**src/rtl/clwf_pkg.sv**
```systemverilog
// ----------------------------------------------------------------------------
// clwf_pkg
// Shared types and constants for the character LCD write formatter.
// ----------------------------------------------------------------------------
package clwf_pkg;

  // Request codes
  localparam logic [1:0] CMD_COMMAND = 2'd0;
  localparam logic [1:0] CMD_DATA    = 2'd1;
  localparam logic [1:0] CMD_NUMBER  = 2'd2;
  localparam logic [1:0] CMD_CURSOR  = 2'd3;

  localparam logic [7:0] ASCII_ZERO  = 8'd48;
  localparam logic [7:0] ASCII_MINUS = 8'd45;
  localparam logic [7:0] LAST_COLUMN = 8'd15;
  localparam logic [7:0] LAST_ROW    = 8'd1;

  // floor(x / 10) == (x * RECIP_TEN) >> RECIP_SHIFT for any 32-bit x
  localparam logic [63:0] RECIP_TEN  = 64'h0000_0000_CCCC_CCCD;
  localparam int          RECIP_SHIFT = 35;

  localparam int QUEUE_DEPTH = 4;
  localparam int QUEUE_AW    = $clog2(QUEUE_DEPTH);

  // One byte bound for the LCD bus
  typedef struct packed {
    logic       rs;
    logic [7:0] value;
    logic       last;
  } byte_entry_t;

  typedef enum logic [1:0] {
    FS_IDLE,
    FS_DIV,
    FS_REM,
    FS_EMIT
  } front_state_t;

endpackage

```
**src/rtl/clwf_front.sv**
```systemverilog
// ----------------------------------------------------------------------------
// clwf_front
// Accepts requests and turns them into byte entries; numbers are split into
// decimal digits (DIV then REM state per digit), pushed most significant first.
// ----------------------------------------------------------------------------
module clwf_front #(
  parameter int MAX_DIGITS = 10
) (
  input  logic                  clk,
  input  logic                  rst_n,
  input  logic                  in_valid,
  output logic                  in_ready,
  input  logic [1:0]            in_cmd,
  input  logic [7:0]            in_byte_value,
  input  logic signed [31:0]    in_number,
  input  logic [7:0]            in_row,
  input  logic [7:0]            in_column,
  input  logic                  q_full,
  output logic                  push_valid,
  output clwf_pkg::byte_entry_t push_data
);
  import clwf_pkg::*;

  localparam int CNT_W = $clog2(MAX_DIGITS + 1);
  localparam int IDX_W = (MAX_DIGITS > 1) ? $clog2(MAX_DIGITS) : 1;

  front_state_t     state_r, state_nxt;
  logic [31:0]      mag_r, mag_nxt;
  logic [31:0]      quo_r, quo_nxt;
  logic [CNT_W-1:0] cnt_r, cnt_nxt;
  logic [3:0]       dig_r [MAX_DIGITS];
  logic             dig_we;
  logic [3:0]       dig_wdata;

  logic [63:0]      prod;
  logic [31:0]      rem_full;
  logic [CNT_W-1:0] cnt_dec;

  assign prod     = {32'd0, mag_r} * RECIP_TEN;
  assign rem_full = mag_r - (quo_r << 3) - (quo_r << 1);
  assign cnt_dec  = cnt_r - CNT_W'(1);

  always_comb begin
    state_nxt  = state_r;
    mag_nxt    = mag_r;
    quo_nxt    = quo_r;
    cnt_nxt    = cnt_r;
    in_ready   = 1'b0;
    push_valid = 1'b0;
    push_data  = '0;
    dig_we     = 1'b0;
    dig_wdata  = rem_full[3:0];
    unique case (state_r)
      FS_IDLE: begin
        in_ready = !q_full;
        if (in_valid && !q_full) begin
          unique case (in_cmd)
            CMD_COMMAND: begin
              push_valid = 1'b1;
              push_data  = '{rs: 1'b0, value: in_byte_value, last: 1'b1};
            end
            CMD_DATA: begin
              push_valid = 1'b1;
              push_data  = '{rs: 1'b1, value: in_byte_value, last: 1'b1};
            end
            CMD_NUMBER: begin
              // sign goes out right away, magnitude as unsigned
              if (in_number[31]) begin
                push_valid = 1'b1;
                push_data  = '{rs: 1'b1, value: ASCII_MINUS, last: 1'b0};
                mag_nxt    = 32'd0 - in_number;
              end else begin
                mag_nxt = in_number;
              end
              cnt_nxt   = '0;
              state_nxt = FS_DIV;
            end
            CMD_CURSOR: begin
              if (in_row <= LAST_ROW && in_column <= LAST_COLUMN) begin
                push_valid = 1'b1;
                push_data  = '{rs: 1'b0, value: {1'b1, in_row[0], 2'b00, in_column[3:0]},
                               last: 1'b1};
              end
            end
            default: ;
          endcase
        end
      end
      FS_DIV: begin
        quo_nxt   = {3'd0, prod[RECIP_SHIFT +: 29]};
        state_nxt = FS_REM;
      end
      FS_REM: begin
        dig_we  = 1'b1;
        mag_nxt = quo_r;
        cnt_nxt = cnt_r + CNT_W'(1);
        if (quo_r == 32'd0 || cnt_r == CNT_W'(MAX_DIGITS - 1)) begin
          state_nxt = FS_EMIT;
        end else begin
          state_nxt = FS_DIV;
        end
      end
      FS_EMIT: begin
        if (!q_full) begin
          push_valid = 1'b1;
          push_data  = '{rs: 1'b1,
                         value: ASCII_ZERO + {4'd0, dig_r[cnt_dec[IDX_W-1:0]]},
                         last: (cnt_r == CNT_W'(1))};
          cnt_nxt    = cnt_dec;
          if (cnt_r == CNT_W'(1)) begin
            state_nxt = FS_IDLE;
          end
        end
      end
      default: state_nxt = FS_IDLE;
    endcase
  end

  always_ff @(posedge clk) begin
    if (!rst_n) begin
      state_r <= FS_IDLE;
    end else begin
      state_r <= state_nxt;
    end
  end

  always_ff @(posedge clk) begin
    mag_r <= mag_nxt;
    quo_r <= quo_nxt;
    cnt_r <= cnt_nxt;
    if (dig_we) begin
      dig_r[cnt_r[IDX_W-1:0]] <= dig_wdata;
    end
  end

endmodule

```
**src/rtl/clwf_queue.sv**
```systemverilog
// ----------------------------------------------------------------------------
// clwf_queue
// Small byte queue between the formatter front and the bus back end.
// ----------------------------------------------------------------------------
module clwf_queue (
  input  logic                  clk,
  input  logic                  rst_n,
  input  logic                  push,
  input  clwf_pkg::byte_entry_t push_data,
  input  logic                  pop,
  output clwf_pkg::byte_entry_t head,
  output logic                  full,
  output logic                  empty
);
  import clwf_pkg::*;

  byte_entry_t         mem_r [QUEUE_DEPTH];
  logic [QUEUE_AW-1:0] wr_ptr_r, wr_ptr_nxt;
  logic [QUEUE_AW-1:0] rd_ptr_r, rd_ptr_nxt;
  logic [QUEUE_AW:0]   count_r, count_nxt;

  assign full  = (count_r == (QUEUE_AW + 1)'(QUEUE_DEPTH));
  assign empty = (count_r == '0);
  assign head  = mem_r[rd_ptr_r];

  always_comb begin
    wr_ptr_nxt = push ? wr_ptr_r + QUEUE_AW'(1) : wr_ptr_r;
    rd_ptr_nxt = pop  ? rd_ptr_r + QUEUE_AW'(1) : rd_ptr_r;
    count_nxt  = count_r + (QUEUE_AW + 1)'(push) - (QUEUE_AW + 1)'(pop);
  end

  always_ff @(posedge clk) begin
    if (!rst_n) begin
      wr_ptr_r <= '0;
      rd_ptr_r <= '0;
      count_r  <= '0;
    end else begin
      wr_ptr_r <= wr_ptr_nxt;
      rd_ptr_r <= rd_ptr_nxt;
      count_r  <= count_nxt;
    end
  end

  always_ff @(posedge clk) begin
    if (push) begin
      mem_r[wr_ptr_r] <= push_data;
    end
  end

endmodule

```
**src/rtl/clwf_back.sv**
```systemverilog
// ----------------------------------------------------------------------------
// clwf_back
// Drains the byte queue onto the LCD bus, whole or as two nibbles.
// ----------------------------------------------------------------------------
module clwf_back (
  input  logic                  clk,
  input  logic                  rst_n,
  input  logic                  cfg_wr_en,
  input  logic                  cfg_wr_data,
  input  clwf_pkg::byte_entry_t head,
  input  logic                  q_empty,
  output logic                  pop,
  output logic                  out_valid,
  input  logic                  out_ready,
  output logic                  out_register_select,
  output logic [7:0]            out_bus_value,
  output logic                  out_last
);
  import clwf_pkg::*;

  logic       four_bit_r;
  logic       phase_r, phase_nxt;     // 1: high nibble already sent
  logic       valid_r, valid_nxt;
  logic       rs_r, rs_nxt;
  logic [7:0] bus_r, bus_nxt;
  logic       last_r, last_nxt;
  logic       load;

  assign load = !valid_r || out_ready;

  always_comb begin
    pop       = 1'b0;
    phase_nxt = phase_r;
    valid_nxt = valid_r;
    rs_nxt    = rs_r;
    bus_nxt   = bus_r;
    last_nxt  = last_r;
    if (load) begin
      valid_nxt = !q_empty;
      if (!q_empty) begin
        rs_nxt = head.rs;
        priority if (!four_bit_r) begin
          bus_nxt  = head.value;
          last_nxt = head.last;
          pop      = 1'b1;
        end else if (!phase_r) begin
          bus_nxt   = {4'd0, head.value[7:4]};
          last_nxt  = 1'b0;
          phase_nxt = 1'b1;
        end else begin
          bus_nxt   = {4'd0, head.value[3:0]};
          last_nxt  = head.last;
          phase_nxt = 1'b0;
          pop       = 1'b1;
        end
      end
    end
  end

  always_ff @(posedge clk) begin
    if (!rst_n) begin
      four_bit_r <= 1'b0;
      phase_r    <= 1'b0;
      valid_r    <= 1'b0;
    end else begin
      if (cfg_wr_en) begin
        four_bit_r <= cfg_wr_data;
      end
      phase_r <= phase_nxt;
      valid_r <= valid_nxt;
    end
  end

  always_ff @(posedge clk) begin
    rs_r   <= rs_nxt;
    bus_r  <= bus_nxt;
    last_r <= last_nxt;
  end

  assign out_valid           = valid_r;
  assign out_register_select = rs_r;
  assign out_bus_value       = bus_r;
  assign out_last            = last_r;

endmodule

```
**src/rtl/char_lcd_write_formatter_top.sv**
```systemverilog
// ----------------------------------------------------------------------------
// char_lcd_write_formatter_top
// Formats command, character, decimal number and cursor requests into
// HD44780-style bus writes, in 8-bit or 4-bit (two nibble) mode.
// ----------------------------------------------------------------------------
//
//   channel  direction  handshake               payload
//   in_      input      in_valid / in_ready     cmd, byte_value, number, row, column
//   out_     output     out_valid / out_ready   register_select, bus_value, last
//   cfg_     input      cfg_wr_en (no wait)     cfg_wr_data = four_bit_mode
//
// Front end: command, character and cursor requests are taken straight from
// the idle state. A number steps through a reciprocal-multiply state and a
// remainder state per decimal digit, then pushes its digits in turn. In 4-bit
// mode the back end needs two writes per byte, so the 4-entry queue fills and
// stretches the push phase. The back end sends one bus write per cycle out of
// a 4-entry byte queue while out_ready stays high and the queue holds entries.
// Reset (rst_n, synchronous, active low) empties the queue and output
// register and selects 8-bit mode.
// Stalls: out_ready low holds the output register; a full queue stalls the
// front end, which then holds in_ready low.
// ----------------------------------------------------------------------------
module char_lcd_write_formatter_top #(
  parameter int MAX_DIGITS = 10
) (
  input  logic               clk,
  input  logic               rst_n,
  input  logic               cfg_wr_en,
  input  logic               cfg_wr_data,
  input  logic               in_valid,
  output logic               in_ready,
  input  logic [1:0]         in_cmd,
  input  logic [7:0]         in_byte_value,
  input  logic signed [31:0] in_number,
  input  logic [7:0]         in_row,
  input  logic [7:0]         in_column,
  output logic               out_valid,
  input  logic               out_ready,
  output logic               out_register_select,
  output logic [7:0]         out_bus_value,
  output logic               out_last
);
  import clwf_pkg::*;

  // front end -> queue
  logic        push_valid;
  byte_entry_t push_data;
  // queue -> back end
  byte_entry_t q_head;
  logic        q_full;
  logic        q_empty;
  logic        q_pop;

  clwf_front #(
    .MAX_DIGITS (MAX_DIGITS)
  ) u_front (
    .clk           (clk),
    .rst_n         (rst_n),
    .in_valid      (in_valid),
    .in_ready      (in_ready),
    .in_cmd        (in_cmd),
    .in_byte_value (in_byte_value),
    .in_number     (in_number),
    .in_row        (in_row),
    .in_column     (in_column),
    .q_full        (q_full),
    .push_valid    (push_valid),
    .push_data     (push_data)
  );

  clwf_queue u_queue (
    .clk       (clk),
    .rst_n     (rst_n),
    .push      (push_valid),
    .push_data (push_data),
    .pop       (q_pop),
    .head      (q_head),
    .full      (q_full),
    .empty     (q_empty)
  );

  clwf_back u_back (
    .clk                 (clk),
    .rst_n               (rst_n),
    .cfg_wr_en           (cfg_wr_en),
    .cfg_wr_data         (cfg_wr_data),
    .head                (q_head),
    .q_empty             (q_empty),
    .pop                 (q_pop),
    .out_valid           (out_valid),
    .out_ready           (out_ready),
    .out_register_select (out_register_select),
    .out_bus_value       (out_bus_value),
    .out_last            (out_last)
  );

endmodule

```
**config.mk**
```make
export PLATFORM = sky130hd
export DESIGN_NAME = char_lcd_write_formatter_top
export DESIGN_NICKNAME = d
export VERILOG_FILES = /design/src/rtl/clwf_pkg.sv /design/src/rtl/clwf_front.sv /design/src/rtl/clwf_queue.sv /design/src/rtl/clwf_back.sv /design/src/rtl/char_lcd_write_formatter_top.sv
export SDC_FILE = /design/constraint.sdc
export NUM_CORES = 1
export LEC_CHECK = 0
export BUFFER_PORTS_ARGS = -buffer_cell sky130_fd_sc_hd__buf_2
export CORE_ASPECT_RATIO = 0.75
export CORE_UTILIZATION = 25
export CTS_CLUSTER_DIAMETER = 50
export DETAILED_ROUTE_END_ITERATION = 6
export GPL_TIMING_DRIVEN = 0
export PLACE_DENSITY = 0.36
export RECOVER_POWER = 50
export REMOVE_ABC_BUFFERS = 1
export SYNTH_ARGS = -nofsm -noshare
export SYNTH_HDL_FRONTEND = slang
export SYNTH_HIERARCHICAL = 1
export SYNTH_SLANG_ARGS = --single-unit
```
**constraint.sdc**
```tcl
create_clock -name clk -period 19.3 [get_ports clk]
set_input_delay 1.93 -clock clk [delete_from_list [all_inputs] [get_ports clk]]
set_output_delay 1.93 -clock clk [all_outputs]
set_load 0.1 [all_outputs]
```
# [Word level (Yosys, flattened, before mapping)]
# Memory sizes are Yosys's and may differ from the RTL's. A register that Yosys moved wholly into a read port is not among the register bits.
# Index checks and enable logic that the tools add are counted.
[totals] ff_bits=87 mem_bits_rw=80 input_bits=64 out_inout_bits=12 wordCells=104 memories=2
[op_classes] addsub=10 mul=1 n_lt_le_gt_ge=2 eq_ne=13 n_mux=43 n_bitwise=1 reduce_logical=19
[mem_list] memory="u_front.dig_r" words=10 word_bits=4 rd=1 rd_clocked_by_memory_dff=0 write_ports=1 line="clwf_front.sv:31" text="logic [3:0] dig_r [MAX_DIGITS];"
[mem_list] memory="u_queue.mem_r" words=4 word_bits=10 rd=1 rd_clocked_by_memory_dff=1 write_ports=1 line="clwf_queue.sv:17" text="byte_entry_t mem_r [QUEUE_DEPTH];"
[op_table] operator="two-way mux 32 bit" count=3
[op_table] operator="multiplier 32 x 32 -> 64 bit (second input constant)" count=1
[op_table] operator="case mux 32 bit (2 select lines)" count=1
[op_table] operator="case mux 10 bit (4 select lines)" count=1
[op_table] operator="zero test 32 bit" count=1
[op_table] operator="subtractor 1 x 32 -> 32 bit (first input constant)" count=1
[op_table] operator="two-way mux 10 bit" count=3
[op_table] operator="case mux 10 bit (2 select lines)" count=1
[op_table] operator="two-way mux 1 bit" count=17
[op_table] operator="two-way mux 4 bit" count=4
[op_table] operator="two-way mux 2 bit" count=7
[op_table] operator="case mux 4 bit (3 select lines)" count=1
[op_table] operator="two-way mux 9 bit" count=1
[op_table] operator="== test 2 bit (second input constant)" count=4
[op_table] operator="less-or-equal comparator 8 x 1 -> 1 bit (second input constant)" count=1
[op_table] operator="less-or-equal comparator 8 x 4 -> 1 bit (second input constant)" count=1
[op_table] operator="two-way mux 8 bit" count=1
[op_table] operator="case mux 2 bit (4 select lines)" count=1
[op_table] operator="AND reduction 4 bit" count=2
[op_table] operator="subtractor 4 bit" count=2
[op_table] operator="adder 6 x 4 -> 7 bit (first input constant)" count=1
[op_table] operator="AND reduction 3 bit" count=2
[op_table] operator="adder 2 x 1 -> 2 bit (second input constant)" count=2
[op_table] operator="adder 4 x 1 -> 4 bit (second input constant)" count=1
[op_table] operator="other kinds (21)" count=29

# [Longest topological paths before layout]
[logic_depth] ltp_word=8 depth_mapped=25 depth_no_buf=25

# [By module]
# The synthesis kept the hierarchy.
[by_module_without_submodules] module="clwf_front" n_inst=1 cells_each=2183 area_per_inst_um2=22328.9 seq_area_each_um2=3193.1
[by_module_without_submodules] module="clwf_queue" n_inst=1 cells_each=94 area_per_inst_um2=1879.3 seq_area_each_um2=1381.3
[by_module_without_submodules] module="clwf_back" n_inst=1 cells_each=34 area_per_inst_um2=514.2 seq_area_each_um2=360.3

# [Worst setup path before layout]
# Ideal clock, no wire load.
[synth_path] path_type="register to register" from="register u_front.mag_r[8]" to="register u_front.quo_r[11] (data pin)" setup_ns=0.259 arrival_time_ns=6.787 required_ns=19.041 slack_ns=12.254 stages_incl_launch_ff=25 n_path_buf=1 period_less_slack_ns=7.046 path_cell_list="edfxtp_1 > ha_1 > clkbuf_1 > xnor2_1 > o21ai_0 > fa_1 > inv_1 > fa_1 > fa_1 > inv_1 > fa_1 > fa_1 > inv_1 > fa_1 > inv_1 > ha_1 > a21oi_1 > o22ai_1 > a211oi_1 > nand2_1 > a21oi_1 > o21ai_0 > a21oi_1 > o21ai_0 > xnor2_1"
[synth_between] elab_chain_len=1
[synth_lines] element="start: declaration" line="clwf_front.sv:28" text="logic [31:0] mag_r, mag_nxt;"
[synth_lines] element="start signal: assignment" line="clwf_front.sv:128" text="mag_r <= mag_nxt;"
[synth_lines] element="multiplier 32 x 32 -> 64 bit" line="clwf_front.sv:39" text="assign prod = {32'd0, mag_r} * RECIP_TEN;"
[synth_lines] element="via u_front.prod[46]" line="clwf_front.sv:35" text="logic [63:0] prod;"
[synth_lines] element="end signal: assignment" line="clwf_front.sv:129" text="quo_r <= quo_nxt;"
[synth_lines] element="end: declaration" line="clwf_front.sv:29" text="logic [31:0] quo_r, quo_nxt;"
# The timed path passes the listed nets, and every way through them passes these cells.
# A chain may end at the register's enable or synchronous reset.

# [Final worst setup path]
[layout_path] from="register u_front.mag_r[8]" to="register u_front.quo_r[28] (data pin)"
# Same word-level chain as after synthesis.

==> results_dict.tcl <==
set metrics [dict create \
    status "finished, final reports clean" \
    grt-ovfl-total 0 \
    vias_in_the_first_global_route 17000 \
    vias_per_cell 4.42 \
    tightest_slew_ns 1.50 \
    globalRouteTotalUtil_pct 15.9 \
    io_buffer_count 75 \
    finalCriticalPeriod_ns 9.46 \
    finClkSkew_ns 0.0162 \
    timing.reg2reg.worst_path_depth 23 \
    crit_path_max_fanout 9 \
    stdcell_area_um2 27200 \
    post_cts_resize_count 0 \
    final_max_slew_viol_count 0 \
    hold_end "u_back/phase_r$_SDFFE_PN0P_" \
    synth_top_area_share_pct 31.3 \
    postCtsSetupRepairBufs 0 \
    synth_enable_flop_cells 155 \
    dp_hpwl_um 68300 \
    gp_routability_congestion 0.869 \
    vias_after_detailed_routing 16300 \
    layout.cells.most_common "sky130_fd_sc_hd__inv_1" \
    path_type_of_the_worst_setup_path "reg2reg" \
    grt_antenna_before_repair 1 \
    cp_slowest_stage_delay_ns 0.80 \
    dpl_cell_area_um2 26600 \
    cells_traversed_along_the_worst_timing_path "ha_1, xnor2_1, o21ai_0, fa_1, inv_1, fa_1, fa_1, inv_1, fa_1, fa_1, inv_1, fa_1, inv_1, ha_1, a21oi_1, o211ai_1, a211oi_1, nand3_1, a221oi_1, nor3_1, a311oi_1, o21ba_2, xnor2_1" \
    period_share_pct 49.0 \
    netlist-cell-type-count 77 \
    grt_max_degree 51 \
    clk-insertion-delay-late_ns 0.45 \
    cell_types_with_the_largest_area_share_after_synthesis "sky130_fd_sc_hd__fa_1, sky130_fd_sc_hd__edfxtp_1, sky130_fd_sc_hd__ha_1" \
    numCtsBuffers 17 \
    most-common-layout-cells "sky130_fd_sc_hd__inv_1, sky130_fd_sc_hd__fa_1, sky130_fd_sc_hd__ha_1" \
    antenna_violating_nets_post_route 0 \
    synth_seq_cells 169 \
    setup_total_negative_slack_ns 0 \
    synth_top_flop_cell "sky130_fd_sc_hd__edfxtp_1" \
    critical-path-top-cell-by-count "sky130_fd_sc_hd__fa_1" \
    synth-async-reset-ratio_pct 0 \
    design.portCount 76 \
    synth_sequential_area_ratio_pct 20.0 \
    die_ht_um 274 \
    antenna-diode-count 0 \
    hold_violations 0 \
    grt_setup_unrepaired "no" \
    synthesis.area_um2 24700 \
    hold_crit_path_type "reg2reg" \
    layout-drive-gt1-share_pct 5.42 \
    worstSetupStartpointType "flip-flop" \
    final_nets 3185 \
    kind_of_cell_with_the_highest_combined_delay_on_the_critical_path "adder cells" \
    worstHoldStart "u_back/phase_r$_SDFFE_PN0P_" \
    timing.rr.end "u_front/quo_r[28]$_DFFE_PN_" \
    endpoints_failing_setup 0 \
    critPathBufInv 4 \
    wl_per_cell_um 21.0 \
    hold_path_depth 2 \
    core_box_area_um2 97600 \
    grt_first_pass_wirelength_um 115000 \
    tritoncts "done" \
    worst-endpoint-required_ns 19.49 \
    clk_root_buffer_cell "sky130_fd_sc_hd__clkbuf_16" \
    tritoncts_num_sinks 169 \
    htree_num_levels 4 \
    areaGrowthSynthToFinish_pct 10.0 \
    dr.pass1.iters 5 \
    worstReg2RegStart "u_front/mag_r[8]$_DFFE_PP_" \
    detail_route.wirelength_um 77600 \
    dieWidth_um 365 \
    clock.fmax_mhz 106 \
    synthesis.area_per_instance_um2 10.7 \
    yosys_warning_total 6 \
    post_synth_inst_count 2311 \
    critical_path.slowest_cell "sky130_fd_sc_hd__a221oi_1" \
    cp_data_arrival_time_ns 9.65 \
    rrSetupSlack_ns 9.84 \
    fp-row-count 99 \
    floorplan.initialDensity_pct 25.3 \
    cts.clk_slew.worst_paths_ns 0.08 \
    detail_route.iter0.violations 1143 \
    drc_violation_count_after_routing 0 \
    max_cap_violations 0 \
    post_cts_hold_fix_bufs 0 \
    cp-end-kind "flip-flop" \
    slew-limit-headroom_pct 0.276 \
    die_footprint_um2 100000 \
    clockBufferDepth 2 \
    netlist.top_cell.by_area "sky130_fd_sc_hd__fa_1" \
]
==> worst max path at each step <==
| stage | to | start | cells past startpoint |
|---|---|---|---|
| final | u_front/quo_r[28]$_DFFE_PN_ | u_front/mag_r[8]$_DFFE_PP_ | 23 |
| after global routing | u_front/quo_r[25]$_DFFE_PN_ | u_front/mag_r[0]$_DFFE_PP_ | 22 |
| after global placement | u_front/quo_r[26]$_DFFE_PN_ | u_front/mag_r[8]$_DFFE_PP_ | 23 |
| after detailed placement | u_front/quo_r[26]$_DFFE_PN_ | u_front/mag_r[8]$_DFFE_PP_ | 23 |
| after CTS | u_front/quo_r[26]$_DFFE_PN_ | u_front/mag_r[8]$_DFFE_PP_ | 23 |
| after floorplan | u_front/quo_r[11]$_DFFE_PN_ | u_front/mag_r[18]$_DFFE_PP_ | 24 |
==> final cells by class <==
| cell class | instances | area [µm²] |
|---|---|---|
| Fill cell | 10400 | 70400 |
| Multi-Input combinational cell | 1485 | 17300 |
| Sequential cell | 169 | 4930 |
| Inverter | 619 | 2320 |
| Tap cell | 1313 | 1640 |
| Clock buffer | 17 | 425 |
| Timing Repair Buffer | 76 | 379 |
| Clock inverter | 15 | 181 |
==> synth_stat cells, types with 3 or more instances <==
cell,n
sky130_fd_sc_hd__xnor2_1,46
sky130_fd_sc_hd__o21a_1,4
sky130_fd_sc_hd__a222oi_1,3
sky130_fd_sc_hd__a21oi_1,70
sky130_fd_sc_hd__nand2_1,87
sky130_fd_sc_hd__dfxtp_1,14
sky130_fd_sc_hd__a21boi_0,3
sky130_fd_sc_hd__nor2_1,51
sky130_fd_sc_hd__a31oi_1,7
sky130_fd_sc_hd__nor2b_1,24
sky130_fd_sc_hd__or3_1,5
sky130_fd_sc_hd__nor3_1,20
sky130_fd_sc_hd__clkbuf_1,32
sky130_fd_sc_hd__nor3b_1,6
sky130_fd_sc_hd__and2_1,17
sky130_fd_sc_hd__fa_1,387
sky130_fd_sc_hd__and3b_1,4
sky130_fd_sc_hd__inv_1,619
sky130_fd_sc_hd__ha_1,366
sky130_fd_sc_hd__o21ai_0,69
sky130_fd_sc_hd__xor2_1,67
sky130_fd_sc_hd__nor4_1,14
sky130_fd_sc_hd__nand3_1,15
sky130_fd_sc_hd__mux4_2,18
sky130_fd_sc_hd__o31ai_1,9
sky130_fd_sc_hd__o21bai_1,4
sky130_fd_sc_hd__o211ai_1,3
sky130_fd_sc_hd__nand4_1,16
sky130_fd_sc_hd__a32oi_1,3
sky130_fd_sc_hd__nor4b_1,3
sky130_fd_sc_hd__edfxtp_1,155
sky130_fd_sc_hd__mux2_2,5
sky130_fd_sc_hd__and3_1,12
sky130_fd_sc_hd__a211oi_1,12
sky130_fd_sc_hd__a221oi_1,4
sky130_fd_sc_hd__nand4b_1,4
sky130_fd_sc_hd__o41ai_1,5
sky130_fd_sc_hd__o22ai_1,3
sky130_fd_sc_hd__mux2i_1,7
sky130_fd_sc_hd__nand2b_1,10
sky130_fd_sc_hd__a21o_1,56
sky130_fd_sc_hd__buf_1,4
sky130_fd_sc_hd__and4_1,3
==> routing by layer <==
| layer | track usage (%) | wire length [µm] | vias up |
|---|---|---|---|
| met5 | 0 | 0 | - |
| met4 | 1.28 | 348 | 0 |
| li1 | - | - | 7568 |
| met1 | 25.7 | 42000 | 8468 |
| met2 | 22.4 | 31900 | 275 |
| met3 | 2.52 | 3330 | 14 |
==> registers in the layout (all words and copies together) (netlist names), 2 cells and up, named ones only <==
| register | cells |
|---|---|
| u_front/quo_r | 29 |
| u_front/dig_r | 40 |
| u_front/mag_r | 32 |
| u_back/out_bus_value | 8 |
| u_front/state_r | 2 |
| u_queue/wr_ptr_r | 2 |
| u_queue/count_r | 3 |
| u_queue/rd_ptr_r | 2 |
| u_front/cnt_r | 4 |
| u_queue/mem_r | 40 |
==> per-stage QoR <==
step                instances  worst slack, ns  hold WS, ns  util [%]
CTS                      3694             9.82        0.496      27.9
detailed placement       3662             9.86        0.484      27.3
global placement         3661             9.75        0.466      27.2
global route             3694             9.55        0.563      27.9
finish                   3694             9.84        0.504      27.9
floorplan                2273            12.31        0.452         -
==> worst reg2reg max path: stages, from the launching register on <==
cell	delay, ns
sky130_fd_sc_hd__edfxtp_1	0.65
sky130_fd_sc_hd__ha_1	0.63
sky130_fd_sc_hd__xnor2_1	0.60
sky130_fd_sc_hd__o21ai_0	0.31
sky130_fd_sc_hd__fa_1	0.64
sky130_fd_sc_hd__inv_1	0.08
sky130_fd_sc_hd__fa_1	0.49
sky130_fd_sc_hd__fa_1	0.54
sky130_fd_sc_hd__inv_1	0.05
sky130_fd_sc_hd__fa_1	0.50
sky130_fd_sc_hd__fa_1	0.55
sky130_fd_sc_hd__inv_1	0.05
sky130_fd_sc_hd__fa_1	0.53
sky130_fd_sc_hd__inv_1	0.04
sky130_fd_sc_hd__ha_1	0.35
sky130_fd_sc_hd__a21oi_1	0.51
sky130_fd_sc_hd__o211ai_1	0.29
sky130_fd_sc_hd__a211oi_1	0.26
sky130_fd_sc_hd__nand3_1	0.24
sky130_fd_sc_hd__a221oi_1	0.80
sky130_fd_sc_hd__nor3_1	0.34
sky130_fd_sc_hd__a311oi_1	0.49
sky130_fd_sc_hd__o21ba_2	0.21
sky130_fd_sc_hd__xnor2_1	0.06
==> cells by family after synthesis <==
| kind of cell | after synthesis | synth area share, % |
|---|---|---|
| buffers and inverters | 657 | 10.0 |
| multiplexers | 32 | 2.24 |
| XOR/XNOR | 114 | 4.09 |
| AO/OA/AOI/OAI | 280 | 7.33 |
| flip-flops | 169 | 20.0 |
| adder cells (fa/ha/maj) | 753 | 49.9 |
| AND/OR/NAND/NOR | 306 | 6.50 |
Power is not shown: default switching activity piles up to over one toggle a cycle in this logic, so the estimate is an artifact.
